==> config.mk <==
export PLATFORM = sky130hd
export DESIGN_NAME = esdw_cordic_cell
export DESIGN_NICKNAME = d
export VERILOG_FILES = /design/src/hw/rtl/esdw_pkg.sv /design/src/hw/rtl/esdw_cordic_cell.sv
export SDC_FILE = /design/constraint.sdc
export NUM_CORES = 1
export LEC_CHECK = 0
export ABC_CLOCK_PERIOD_IN_PS = 800
export BUFFER_PORTS_ARGS = -buffer_cell sky130_fd_sc_hd__buf_2
export CORE_MARGIN = 10
export CORE_UTILIZATION = 55
export CTS_CLUSTER_SIZE = 30
export DETAILED_ROUTE_END_ITERATION = 6
export MAX_ROUTING_LAYER = met4
export PLACE_DENSITY = 0.82
export SYNTH_ARGS = -nofsm -noshare
export SYNTH_HDL_FRONTEND = slang
export SYNTH_SLANG_ARGS = --single-unit
==> constraint.sdc <==
create_clock -name clk_i -period 0.8 [get_ports clk_i]
set_input_delay 0 -clock clk_i [delete_from_list [all_inputs] [get_ports clk_i]]
set_output_delay 0 -clock clk_i [all_outputs]
set_load 0.005 [all_outputs]
==> src/hw/rtl/esdw_pkg.sv <==
// ----------------------------------------------------------------------------
// esdw_pkg: shared types and constants for the eight-sector direction weights
// Holds the arctangent table, the coordinate width and the record that moves
// down the CORDIC cell chain.
// ----------------------------------------------------------------------------
package esdw_pkg;

  // Coordinate width inside the chain: 32-bit input, one extra bit for the
  // initial half-turn, and headroom for the CORDIC gain of about 1.65 * sqrt(2).
  localparam int unsigned CoordW = 35;

  // Angles are binary angles: 2^32 is one full turn.
  localparam int unsigned AngW = 32;

  // Number of compass directions and where the sector number sits in an angle.
  localparam int unsigned NumDirs    = 8;
  localparam int unsigned SectorW    = 3;
  localparam int unsigned SectorLsb  = AngW - SectorW;

  // Half a turn, used when the vector is flipped into the right half plane.
  localparam logic [AngW-1:0] HalfTurn = 32'h8000_0000;

  // Magnitude check: 1/K in Q0.16 and the width of x that still matters
  // against a 16-bit dead zone.
  localparam int unsigned    DeadZoneW = 16;
  localparam int unsigned    MagInW    = 18;
  localparam int unsigned    GainW     = 16;
  localparam int unsigned    ProdW     = MagInW + GainW;
  localparam int unsigned    MagW      = ProdW - 16;
  localparam logic [GainW-1:0] InvGainQ16 = 16'd39797;

  // atan(2^-i) as a binary angle, truncated.
  localparam int unsigned AtanEntries = 24;
  localparam logic [AngW-1:0] AtanTurns [AtanEntries] = '{
    32'd536870912, 32'd316933405, 32'd167458907, 32'd85004756,
    32'd42667331,  32'd21354465,  32'd10679838,  32'd5340245,
    32'd2670163,   32'd1335086,   32'd667544,    32'd333772,
    32'd166886,    32'd83443,     32'd41721,     32'd20860,
    32'd10430,     32'd5215,      32'd2607,      32'd1303,
    32'd651,       32'd325,       32'd162,       32'd81
  };

  // One transaction as it moves from cell to cell.
  typedef struct packed {
    logic                     valid;
    logic                     zero;
    logic signed [CoordW-1:0] x;
    logic signed [CoordW-1:0] y;
    logic [AngW-1:0]          ang;
  } cordic_rec_t;

endpackage

==> src/hw/rtl/esdw_cordic_cell.sv <==
// ----------------------------------------------------------------------------
// esdw_cordic_cell: one CORDIC vectoring micro-rotation
// Rotates the vector toward the x axis by atan(2^-STAGE_IDX), accumulates the
// angle and hands the result to the next cell on every clock.
// ----------------------------------------------------------------------------
module esdw_cordic_cell import esdw_pkg::*; #(
  parameter int unsigned STAGE_IDX = 0
) (
  input  logic        clk_i,
  input  logic        rst_ni,
  input  cordic_rec_t cell_i,
  output cordic_rec_t cell_o
);

  logic signed [CoordW-1:0] x_s, y_s, xs_s, ys_s;
  logic                     rot_cw;
  cordic_rec_t              cell_d, cell_q;

  // Shifted copies of the incoming coordinates.
  assign x_s  = cell_i.x;
  assign y_s  = cell_i.y;
  assign xs_s = x_s >>> STAGE_IDX;
  assign ys_s = y_s >>> STAGE_IDX;

  // A vector on or above the axis turns clockwise, otherwise counter-clockwise.
  assign rot_cw = ~y_s[CoordW-1];

  always_comb begin
    cell_d       = cell_i;
    if (rot_cw) begin
      cell_d.x   = x_s + ys_s;
      cell_d.y   = y_s - xs_s;
      cell_d.ang = cell_i.ang + AtanTurns[STAGE_IDX];
    end else begin
      cell_d.x   = x_s - ys_s;
      cell_d.y   = y_s + xs_s;
      cell_d.ang = cell_i.ang - AtanTurns[STAGE_IDX];
    end
  end

  // Register handed to the next cell; reset clears the whole record.
  always_ff @(posedge clk_i or negedge rst_ni) begin
    if (!rst_ni) begin
      cell_q <= '0;
    end else begin
      cell_q <= cell_d;
    end
  end

  assign cell_o = cell_q;

endmodule

==> results of run 1 <==
[metrics by stage]
step	setup TNS (ns)	worst slack [ns]	hold WS, ns	cell area (um^2)	std cells
after global placement	-95.83	-1.863	-0.1145	12920	1786
after floorplan	-69.08	-1.480	-0.2956	9024	1047
after detailed placement	-99.32	-1.910	-0.1045	12920	1786
after CTS	-73.53	-1.396	0.06789	14550	1857
[cells by family after synthesis]
kind of cell             count (synthesis)  synth area share
flip-flops                             103            0.2965
buffers and inverters                  157           0.06924
multiplexers                            13           0.01497
AND/OR/NAND/NOR                        236            0.1296
adder cells (fa/ha/maj)                108            0.1589
AO/OA/AOI/OAI                          362            0.2623
XOR/XNOR                                68           0.06852
[what timing repair did]
action / in CTS
setup buffers: 22
endpoints found under the setup margin: 171
pin swaps: 93
resized for setup: 176
hold buffers: 36
hold endpoints to repair: 139
==> out/summary.md, run 1 <==
The floorplan row count came out at 45. In this run the mean area of a mapped cell was 8.302 um^2. After the last repair the worst path ends at a register data pin.

The tools report the count of distinct cell types in the synthesized netlist as 69. The synthesized netlist occupies a cell area of 8692 um^2. After synthesis, the cell types taking the most area are sky130_fd_sc_hd__dfrtp_1 (30%), sky130_fd_sc_hd__ha_1 (15%), sky130_fd_sc_hd__a21oi_1 (8.1%), sky130_fd_sc_hd__xnor2_1 (6.2%), sky130_fd_sc_hd__inv_1 (4.5%). No sink is reached through more buffers than the 2 on the longest clock path. For the number of sinks driven by the clock tree, the log shows 103. Synthesis produced 1047 cells.

Counting flops with a built-in enable in the synthesized netlist gives 0. The floorplan step set the die height to 145.7 um. The number of clock buffers added by TritonCTS is 9. In the synthesized netlist the dominant register cell turns out to be sky130_fd_sc_hd__dfrtp_1. Count of input and output buffers: 209.

The tool reported: "[ERROR DPL-0038] Utilization greater than 100%, impossible to legalize". The number of nets produced by synthesis came out at 1261. Master cell of the clock root buffer: sky130_fd_sc_hd__clkbuf_16. The final weighted congestion of routability-driven global placement is 1.059. The share of synthesized area occupied by flip-flops and latches was 0.2965; the x dimension of the die was 145.7 um. Detailed placement ended at an HPWL of 29.61 mm. The starting density of the core is 0.5655. The portion of synthesized cell area occupied by the leading cell type is 0.2965.

The leading area contributor after synthesis is sky130_fd_sc_hd__dfrtp_1. 210 I/O pins were placed. Counting flops and latches in the post-synthesis netlist gives 103.

The flow did not finish. The async set or reset register ratio after synthesis came out at 1.000. The run gives 0 as the total number of yosys warnings. The run ended at global routing (5_1_grt). The worst endpoint after global-route timing repair was cell_o[100]$_DFF_PN0_/D. The commonest cells after synthesis are sky130_fd_sc_hd__a21oi_1 (141), sky130_fd_sc_hd__ha_1 (104), sky130_fd_sc_hd__inv_1 (104).

Yosys instantiated no cell more often than sky130_fd_sc_hd__a21oi_1. Entering global routing, the biggest net connects 33 pins. In this run the number of H-tree levels came out at 3.
==> inputs of run 2 (changes only) <==
--- a/config.mk
+++ b/config.mk
@@ -8,11 +8,9 @@
 export ABC_CLOCK_PERIOD_IN_PS = 800
 export BUFFER_PORTS_ARGS = -buffer_cell sky130_fd_sc_hd__buf_2
 export CORE_MARGIN = 10
-export CORE_UTILIZATION = 55
-export CTS_CLUSTER_SIZE = 30
+export CORE_UTILIZATION = 40
 export DETAILED_ROUTE_END_ITERATION = 6
-export MAX_ROUTING_LAYER = met4
-export PLACE_DENSITY = 0.82
+export PLACE_DENSITY_LB_ADDON = 0.15
 export SYNTH_ARGS = -nofsm -noshare
 export SYNTH_HDL_FRONTEND = slang
 export SYNTH_SLANG_ARGS = --single-unit
==> out/summary.md, run 2 <==
The ratio of final minimum period to clock period is 2.810. The run gives 0.2487 as the global-route total usage across every layer. For this design the ratio of total power to cell area is 1451 nW/um^2. Kind of start point of the critical path: a primary input. The run finished, with violations left. The number of flops mapped to enable cells by yosys works out to 0 (unchanged).

The I/O pin total is 210 (unchanged), and the average routed wire per standard cell is 19.17 um. The leakage component of the power is 7.483 nW, and the data required time at the worst endpoint is 1.09 ns. The commonest cells after synthesis are sky130_fd_sc_hd__a21oi_1 (141), sky130_fd_sc_hd__ha_1 (104), sky130_fd_sc_hd__inv_1 (104).

The number of flip-flops under the largest register name was 103; the gate count after technology mapping was 1047 (unchanged). The final period demand of the worst path was 2.248 ns. The share of synthesized area occupied by flip-flops and latches was 0.2965 (unchanged). The checks that failed: negative hold slack, negative setup slack. The tools report the count of H-tree levels built during CTS as 3 (unchanged). The worst hold path was traced through 3 stages.

The chip height is 167.4 um (+15%), and the number of nets in the layout is 1894. The area growth from synthesis to layout was 76.65%. The worst hold slack across all endpoints was -0.006055 ns. Startpoint of the most critical setup path: cell_i[40]. For this run, the detailed router's first-pass iteration total came to 5.

The largest fanout on the critical path came out at 4. The number of routed nets with antenna violations is 0. Setup repair after global routing could not meet its margin everywhere. The count of distinct cell types in the synthesized netlist was 69 (unchanged); the first-pass GRT wire length was 56.75 mm. The floorplan step defined a core boundary enclosing 21220 um^2. For the pin with the worst max-slew slack, the measured transition is 0.6543 ns. Entering global routing, the biggest net connects 28 pins. The number of buffers between clock root and the deepest sink came out at 2 (unchanged). The endpoint type of the worst setup path is a flip-flop. The library cells used most frequently in the layout, excluding fill and tap cells, are sky130_fd_sc_hd__buf_4 (379), sky130_fd_sc_hd__buf_2 (197), sky130_fd_sc_hd__dfrtp_1 (103). The x dimension of the die was 167.4 um (+15%). Using the TritonRoute via totals, the vias-per-cell ratio works out to 5.200. The run gives 1261 (unchanged) as the number of nets produced by synthesis.

Total die area: 28030 um^2. Path type of the worst setup path: in2reg. Max-capacitance violation count: 0. The finished cells cover 15350 um^2. The run gives 13120 um^2 (+1.5%) as the total cell area at the placement stage. Clock tree synthesis selected as its root buffer the cell sky130_fd_sc_hd__clkbuf_16. Global routing finished with a remaining overflow of 0.

The run gives 0.9581 (-9.5%) as the final weighted congestion of routability-driven global placement. In this run, the number of DRC markers left after iteration 0 of detailed routing was 712. The half-perimeter wire length after placement is 29.29 mm (-1.1%), and the cell area after technology mapping is 8692 um^2 (unchanged).

TritonCTS built the clock tree. The tools report the final core utilization as 0.7236. The async set or reset register ratio after synthesis was 1.000 (unchanged).

The initial antenna violation count is 2, and the least setup slack across all paths after layout is -1.448 ns. The logs give 1 for the hold violation total from the final report and 1.267 mV for the maximum vdd drop. Summed over all instances, the cell type with the most area after synthesis is sky130_fd_sc_hd__dfrtp_1.

The total number of yosys warnings was 0 (unchanged); the routed via count was 10203. The layout cell share with drive strength beyond 1 was 0.4985. Static timing analysis puts the maximum clock frequency at 444.8 MHz. Clock-pin slew was measured on the worst setup and hold paths at 0.09 ns. In the post-synthesis netlist, the biggest area contributors are sky130_fd_sc_hd__dfrtp_1 (30%), sky130_fd_sc_hd__ha_1 (15%), sky130_fd_sc_hd__a21oi_1 (8.1%), sky130_fd_sc_hd__xnor2_1 (6.2%), sky130_fd_sc_hd__inv_1 (4.5%).

The tools report the final max-slew violation count as 0. The clock buffer count from CTS is 9 (unchanged). In the synthesized netlist the dominant register cell turns out to be sky130_fd_sc_hd__dfrtp_1. The count of input and output buffers works out to 209 (unchanged).

After detailed routing, the number of remaining DRC violations is 0. The tools report the routed wire length as 37.61 mm. Setup violations remaining at the end of the flow were counted as 170.

By instance count, the leading cell after synthesis is sky130_fd_sc_hd__a21oi_1. The post-layout total power was 0.02229 W. The starting density of the core is 0.4096 (-0.1559), and the synthesized area divided by synthesized cell count is 8.302 um^2 (unchanged). Floorplan row count: 53 (+18%). The number of sinks driven by the clock tree was 103 (unchanged); the setup TNS was -76.02 ns. The portion of synthesized cell area occupied by the leading cell type is 0.2965 (unchanged). Leaving out fill and tap cells, the most frequent cell in the layout is sky130_fd_sc_hd__buf_4.

Worst slew margin relative to its limit: 0.5592. The number of storage elements in the synthesis netlist is 103 (unchanged). For the via count of the first global-routing pass, the log shows 10285. The startpoint identified for the worst hold timing path is cell_i[87].

The arrival time of the worst setup path is 2.54 ns. The path category of the worst min-delay check was in2reg.
## run 2: cell counts after synthesis
Identical to the previous run, type by type.
## run 2: repair_timing
| item | CTS | global route |
|---|---|---|
| resized for setup | 165 | 105 |
| setup endpoints to repair | 171 | 171 |
| cloned | 0 | 3 |
| setup buffers | 27 | 24 |
| hold buffers | 36 | 0 |
| endpoints found under the hold margin | 140 | 0 |
| pin swaps | 103 | 93 |
## run 2: per-stage QoR
step           cells  setup slack [ns]
2_1_floorplan   1047            -1.480
3_3_place_gp    1866            -1.951
3_5_place_dp    1866            -1.981
4_1_cts         1937            -1.446
5_1_grt         1960            -1.549
6_report        1962            -1.448
## run 2: final timing paths
check,to,slack [ns]
setup / recovery,cell_o[101],-1.45
hold / removal,cell_o[52],-0.006
max in group asynchronous,cell_o[5],0.28
min in group asynchronous,cell_o[62],0.04
## run 2: cell type report
type	instances	area [um^2]
tap	275	344.1
multi-input combinational	787	6748
clock inverter	7	91.34
timing repair inverter	2	22.52
clock buffer	9	225.2
antenna	2	5.005
sequential	103	2577
fill	1658	5866
inverter	112	467.9
timing repair buffer	665	4873
## run 2: metal layers
layer	up-vias	wire length, um	global-route usage
met4	0	807	0.06699
met3	57	2279	0.03769
li1	4921	-	-
met2	408	17590	0.4113
met1	4817	16940	0.3302
met5	-	0	0
## run 2: critical path: stages
cell and delay [ns]:
sky130_fd_sc_hd__buf_8 0.10, sky130_fd_sc_hd__inv_6 0.04, sky130_fd_sc_hd__ha_4 0.19, sky130_fd_sc_hd__or3_4 0.39
sky130_fd_sc_hd__or3_4 0.42, sky130_fd_sc_hd__nor2_4 0.17, sky130_fd_sc_hd__nor3_4 0.07, sky130_fd_sc_hd__o211a_4 0.28
sky130_fd_sc_hd__buf_6 0.13, sky130_fd_sc_hd__o221ai_4 0.24, sky130_fd_sc_hd__nor4_1 0.10, sky130_fd_sc_hd__nor3_1 0.23
sky130_fd_sc_hd__xor2_1 0.16
## run 2: cell families (layout without fill, tap and decap cells)
family          Yosys count  count (layout)  synth area share
flops                   103             103            0.2965
xor+xnor                 68              68           0.06852
fa+ha+maj               108             108            0.1589
compound gates          362             362            0.2623
simple gates            236             236            0.1296
mux                      13              13           0.01497
other cells               0               2                 0
buf+inv                 157             795           0.06924
## run 2: power by group
| part | internal [W] | switching [W] |
|---|---|---|
| Sequential | 0.00609 | 0.000349 |
| Clock | 0.00225 | 0.00258 |
| Combinational | 0.00548 | 0.00553 |
| Total | 0.0138 | 0.00846 |
No activity file was read; power rests on OpenSTA's default activity.
